$ cat src/sv/est_pkg.sv
// Shared types, constants and helper functions for the Euler transform matrix pipeline.
package est_pkg;

    localparam int CordicSteps = 16;
    localparam int NumStages   = CordicSteps + 7;
    // Payload stage whose scale factors meet the rotation entries.
    localparam int PayScale    = CordicSteps + 4;

    localparam logic signed [20:0] QPi      = 21'sd205887;
    localparam logic signed [20:0] QHalfPi  = 21'sd102944;
    localparam logic signed [20:0] QTwoPi   = 21'sd411775;
    localparam logic signed [35:0] CordicX0 = 36'sd652032874;

    localparam logic signed [23:0] EntryMax = 24'sh7FFFFF;
    localparam logic signed [23:0] EntryMin = -24'sh800000;

    typedef struct packed {
        logic signed [35:0] x;
        logic signed [35:0] y;
        logic signed [20:0] z;
        logic               neg;
    } t_cor;

    typedef struct packed {
        logic signed [15:0] scale_x;
        logic signed [15:0] scale_y;
        logic signed [15:0] scale_z;
        logic signed [31:0] pos_x;
        logic signed [31:0] pos_y;
        logic signed [31:0] pos_z;
    } t_pay;

    function automatic logic signed [20:0] atan_q16(input logic [3:0] idx);
        logic signed [20:0] v;
        case (idx)
            4'd0:    v = 21'sd51472;
            4'd1:    v = 21'sd30386;
            4'd2:    v = 21'sd16055;
            4'd3:    v = 21'sd8150;
            4'd4:    v = 21'sd4091;
            4'd5:    v = 21'sd2047;
            4'd6:    v = 21'sd1024;
            4'd7:    v = 21'sd512;
            4'd8:    v = 21'sd256;
            4'd9:    v = 21'sd128;
            4'd10:   v = 21'sd64;
            4'd11:   v = 21'sd32;
            4'd12:   v = 21'sd16;
            4'd13:   v = 21'sd8;
            4'd14:   v = 21'sd4;
            default: v = 21'sd2;
        endcase
        return v;
    endfunction

    // Scale a Q4.12 angle to Q.16, wrap it into [-pi, pi], then fold into
    // [-pi/2, pi/2]; a fold flips the sign of the cosine.
    function automatic t_cor angle_prep(input logic signed [15:0] ang);
        logic signed [20:0] a;
        t_cor               c;
        a = {{1{ang[15]}}, ang, 4'b0000};
        if (a > QPi) begin
            a = a - QTwoPi;
        end else if (a < -QPi) begin
            a = a + QTwoPi;
        end
        c.neg = 1'b0;
        if (a > QHalfPi) begin
            a     = QPi - a;
            c.neg = 1'b1;
        end else if (a < -QHalfPi) begin
            a     = -QPi - a;
            c.neg = 1'b1;
        end
        c.x = CordicX0;
        c.y = '0;
        c.z = a;
        return c;
    endfunction

endpackage

$ cat src/sv/est_cordic_stage.sv
// One registered CORDIC rotation step applied to the three angle lanes.
module est_cordic_stage (
    input  logic                 i_clk,
    input  logic                 i_en,
    input  logic [3:0]           i_step,
    input  est_pkg::t_cor [2:0]  i_d,
    output est_pkg::t_cor [2:0]  o_q
);
    import est_pkg::*;

    t_cor [2:0]         n_q;
    t_cor [2:0]         r_q;
    logic signed [20:0] w_atan;

    assign w_atan = atan_q16(i_step);

    always_comb begin
        for (int k = 0; k < 3; k++) begin
            n_q[k].neg = i_d[k].neg;
            if (i_d[k].z >= 0) begin
                n_q[k].x = i_d[k].x - (i_d[k].y >>> i_step);
                n_q[k].y = i_d[k].y + (i_d[k].x >>> i_step);
                n_q[k].z = i_d[k].z - w_atan;
            end else begin
                n_q[k].x = i_d[k].x + (i_d[k].y >>> i_step);
                n_q[k].y = i_d[k].y - (i_d[k].x >>> i_step);
                n_q[k].z = i_d[k].z + w_atan;
            end
        end
    end

    always_ff @(posedge i_clk) begin
        if (i_en) begin
            r_q <= n_q;
        end
    end

    assign o_q = r_q;

endmodule

$ cat config.mk
export PLATFORM = sky130hd
export DESIGN_NAME = est_cordic_stage
export DESIGN_NICKNAME = d
export VERILOG_FILES = /design/src/sv/est_pkg.sv /design/src/sv/est_cordic_stage.sv
export SDC_FILE = /design/constraint.sdc
export NUM_CORES = 2
export LEC_CHECK = 0
export ABC_CLOCK_PERIOD_IN_PS = 11400
export BUFFER_PORTS_ARGS = -buffer_cell sky130_fd_sc_hd__buf_4
export CAP_MARGIN = 10
export CORE_ASPECT_RATIO = 0.6
export CORE_MARGIN = 5
export CORE_UTILIZATION = 37
export DETAILED_ROUTE_END_ITERATION = 7
export GPL_TIMING_DRIVEN = 1
export PLACE_DENSITY_LB_ADDON = 0.3
export SYNTH_ARGS = -nofsm -noshare
export SYNTH_HDL_FRONTEND = slang
export SYNTH_SLANG_ARGS = --single-unit
$ cat constraint.sdc
create_clock -name i_clk -period 11.4 [get_ports i_clk]
set_clock_uncertainty 0.1 [all_clocks]
set_input_delay 0.57 -clock i_clk [delete_from_list [all_inputs] [get_ports i_clk]]
set_output_delay 0.57 -clock i_clk [all_outputs]
set_load 0.005 [all_outputs]
Word-level counts from Yosys, hierarchy flattened
Memories as Yosys holds them, arrays and structs flattened.
Cells that the tools add are included.
- flip-flop bits (word level): 282
- latch bits: 0
- memory bits (writable): 0
- bits in read-only memories: 256
- bits of input ports: 288
- output and inout port bits: 282
- logic and storage cells: 43
- memories kept: 1
- memories (name ; words ; bits a word ; rd ports ; clocked after Yosys merged registers in ; write ports ; line ; RTL):
    (no name shown) ; 16 ; 16 ; 1 ; 0 ; 0 ; est_pkg.sv:35 ; case (idx)
- $add $sub $neg: 18
- multipliers: 0
- div/mod/pow operators: 0
- magnitude comparators: 3
- equality and inequality tests: 0
- shift-type cells: 6
- multiplexer cells: 3
- bitwise gates (word level): 0
- reductions and logical operators: 0
- operators by type and width (operator ; count):
    two-way mux 93 bit ; 3
    adder 36 bit ; 6
    >>> shifter 36 x 4 -> 36 bit ; 6
    subtractor 36 bit ; 6
    adder 21 bit ; 3
    >= comparator 21 x 1 -> 1 bit, second input constant ; 3
    subtractor 21 bit ; 3

Logic depth before layout (Yosys ltp)
- word-level depth: 3
- depth in mapped cells: 34
- gate-level depth less buffers: 23

Worst setup path before layout
Ideal clock, no wire load.
- path kind: input port to flip-flop
- start point: input port i_step[1]
- end point: register r_q, in the netlist o_q[113], data pin
- library setup time: 0.263 ns
- arrival: 7.641 ns
- data required time: 11.037 ns
- path slack: 3.396 ns
- stages on the path: 33
- path buffers: 12
- cells stage by stage: buf_2 -> inv_1 -> buf_4 -> buf_2 -> buf_4 -> buf_4 -> buf_2 -> buf_2 -> clkbuf_1 -> buf_1 -> clkbuf_1 -> buf_1 -> ha_1 -> or2_2 -> a21oi_1 -> a31o_2 -> inv_1 -> ha_1 -> o2111ai_1 -> or3b_1 -> or3b_1 -> or3_1 -> clkbuf_1 -> a21oi_1 -> mux2i_1 -> ha_1 -> nand3_1 -> nand2_1 -> a41oi_1 -> a2111oi_0 -> a2111oi_0 -> nor2_1 -> xor2_1
- RTL lines (item ; line ; RTL):
    start: declaration ; est_cordic_stage.sv:5 ; input logic [3:0] i_step,
    end signal: assignment ; est_cordic_stage.sv:34 ; r_q <= n_q;
    end: declaration ; est_cordic_stage.sv:12 ; t_cor [2:0] r_q;

==> results_dict.tcl <==
set metrics [dict create \
    run_status "complete, no violations" \
    antenna_found_initial 4 \
    netlist.top_cell.by_area "edfxtp_1" \
    period_needed_ns 7.16 \
    die-height_um 261 \
    finalSetupViolCount 0 \
    synth_edf_count 282 \
    top_level_ports 570 \
    postPlaceCellArea_mm2 0.0442 \
    wl_mm 143 \
    multi_input_comb_area_mm2 0.0289 \
    buffer_ports.inserted 569 \
    place.detailed.instances 6068 \
    timing.setup.critical_path_class "in2reg" \
    cp_max_fo 81 \
    post-route-util_pct 43.2 \
    postSynthCellCount 4271 \
    finalInstanceArea_mm2 0.0452 \
    cts_sinks 282 \
    grt_overflow 0 \
    fmax_ghz 0.140 \
    max_cap_violations 0 \
    worstHoldPathCells 1 \
    initial_utilization_pct 37.2 \
    grt_pass1_wl_mm 212 \
    final-max-slew-violation-count 0 \
    std_cell_rows 92 \
    tritoncts "done" \
    timing.critical_path.from "i_step[1]" \
    final_layout_size_suffix_gt1_share_pct 22.1 \
    setup.worst_path.start_class "input pin" \
    total_global_route_track_usage_pct 24.1 \
    cts_hold_buf 0 \
    dr.first_iter.drc_count 4304 \
    clk_pin_slew_ns 0.06 \
    rsz0062_at_grt "no" \
    ys.warnings.count 0 \
    power_density_mw_per_mm2 135 \
    detailed_route_wire_length_per_cell_um 23.3 \
    syn-mean-instance-area_um2 9.10 \
    final_cell_count_no_fill 6127 \
    first_pass_iteration_count_of_the_detailed_router 6 \
    pin_count_of_the_biggest_net_entering_global_routing 156 \
    area_share_of_the_largest_cell_type_after_synthesis_pct 21.8 \
    largest_register_ffs 282 \
    ff_latch_area_mm2 0.00847 \
    hp-start "i_d[0]" \
    hold_violations_final 0 \
    vdd_drop_max_mv 0.111 \
    die_width_um 428 \
    synth_area_leaders "edfxtp_1 22%, mux4_2 14%, ha_1 9.2%" \
    detailed_placement_hpwl_mm 112 \
    worst-slew-pin-transition_ns 1.16 \
    drcViolationCount 0 \
    cts_made_buffers 34 \
    synth_sequential_area_ratio_pct 21.8 \
    synth_ff_type "edfxtp_1" \
    leakagePower_nw 18.4 \
    post_route_antenna_net_violation_count 0 \
    final.fill_count 10200 \
    ys_seq_elements 282 \
    arrival_ns 7.38 \
    synth_async_sr_flop_share_pct 0 \
    drt-vias-per-instance 5.98 \
    dieArea_mm2 0.112 \
    fin_nets 5278 \
    syn2layout_area_growth_pct 16.4 \
    root_buffer "clkbuf_16" \
    post_synth_num_cell_types 87 \
    htree_num_levels 2 \
    fp.coreArea_mm2 0.105 \
    netlist_area_pre_place_mm2 0.0389 \
    leading_cell_type_by_number_of_instances_after_synthesis "nand2_1" \
    cts_setup_buffers 0 \
    postCtsResizedCells 0 \
    post_layout_total_power_mw 6.13 \
    post-route-period-util_pct 62.8 \
    setup_total_neg_slack_ns 0 \
    synth_fp_nets 4855 \
    route.vias.total 36600 \
    critPathCaptureType "register" \
    relSlewSlack_pct 22.1 \
    synth_top_cells_by_count "532 x nand2_1, 321 x a21oi_1, 299 x xnor2_1" \
    holdCritPathClass "in2reg" \
    required_ns 11.61 \
    ctsLongestPathBuffers 3 \
    routabilityCongestion 0.962 \
    first_global_vias 33800 \
]
==> cells by family after synthesis <==
group	Yosys count	synth area share, %
simple gates	1295	15.4
compound gates	1121	18.1
mux	475	20.6
xor+xnor	463	10.4
buf+inv	339	3.94
fa+ha+maj	296	9.70
flops	282	21.8
==> per-stage QoR <==
step,setup slack [ns],hold slack [ns]
5_1_grt,3.65,0.0338
3_5_place_dp,3.67,0.650
3_3_place_gp,3.28,0.649
6_report,4.24,0.0790
2_1_floorplan,3.40,0.569
4_1_cts,4.29,0.0292
==> routing by layer <==
| metal | track usage, % | vias up | part of all wire (%) |
|---|---|---|---|
| met2 | 33.6 | 1923 | 40 |
| met5 | 0 | - | 0.031 |
| li1 | - | 16900 | - |
| met1 | 37.6 | 17600 | 47 |
| met3 | 6.11 | 142 | 11 |
| met4 | 4.03 | 6 | 1.6 |
==> power by group <==
group	switching (mW)	internal, mW	total (mW)
Combinational	1.86	1.51	3.36
Clock	0.476	0.627	1.10
Sequential	0.0968	1.57	1.67
Total	2.43	3.70	6.13
==> worst max-delay path, cell delays in order <==
cell and delay (ns):
buf_8 0.39, buf_4 0.81, nand2b_1 0.39, a21oi_1 0.14
a31o_2 0.30, inv_1 0.07, ha_1 0.20, o2111ai_1 0.26
or3b_1 0.53, or3b_1 0.49, nor4_1 0.73, buf_2 0.29
a21oi_1 0.09, mux2i_1 0.24, ha_1 0.35, nand3_1 0.11
nand2_1 0.05, a41oi_1 0.28, a2111oi_0 0.19, a2111oi_0 0.53
nor2_1 0.15, xor2_1 0.17
==> cell usage in the layout, fill, tap and decap left out, types with 131 or more instances in the layout <==
cell type  netlist  routed
a21oi_1        321     321
nor2_1         265     264
o21ai_0        280     280
nand2_1        532     532
buf_4           12     587
xnor2_1        299     299
edfxtp_1       282     282
xor2_1         164     164
ha_1           287     287
mux4_2         250     250
mux2i_1        131     131
==> final timing paths <==
check and to:
max o_q[113], min o_q[0]
==> cell type report <==
cell class              instances  share of cell area [%]
multi-input cells            3650                    63.9
diodes                          2                  0.0111
repair buffers                597                    10.1
clock inverters                16                   0.343
clock buffers                  41                    1.99
well taps                    1410                    3.90
flip-flops and latches        282                    18.7
inverters                     129                    1.10
(Power assumes the default switching activity.)
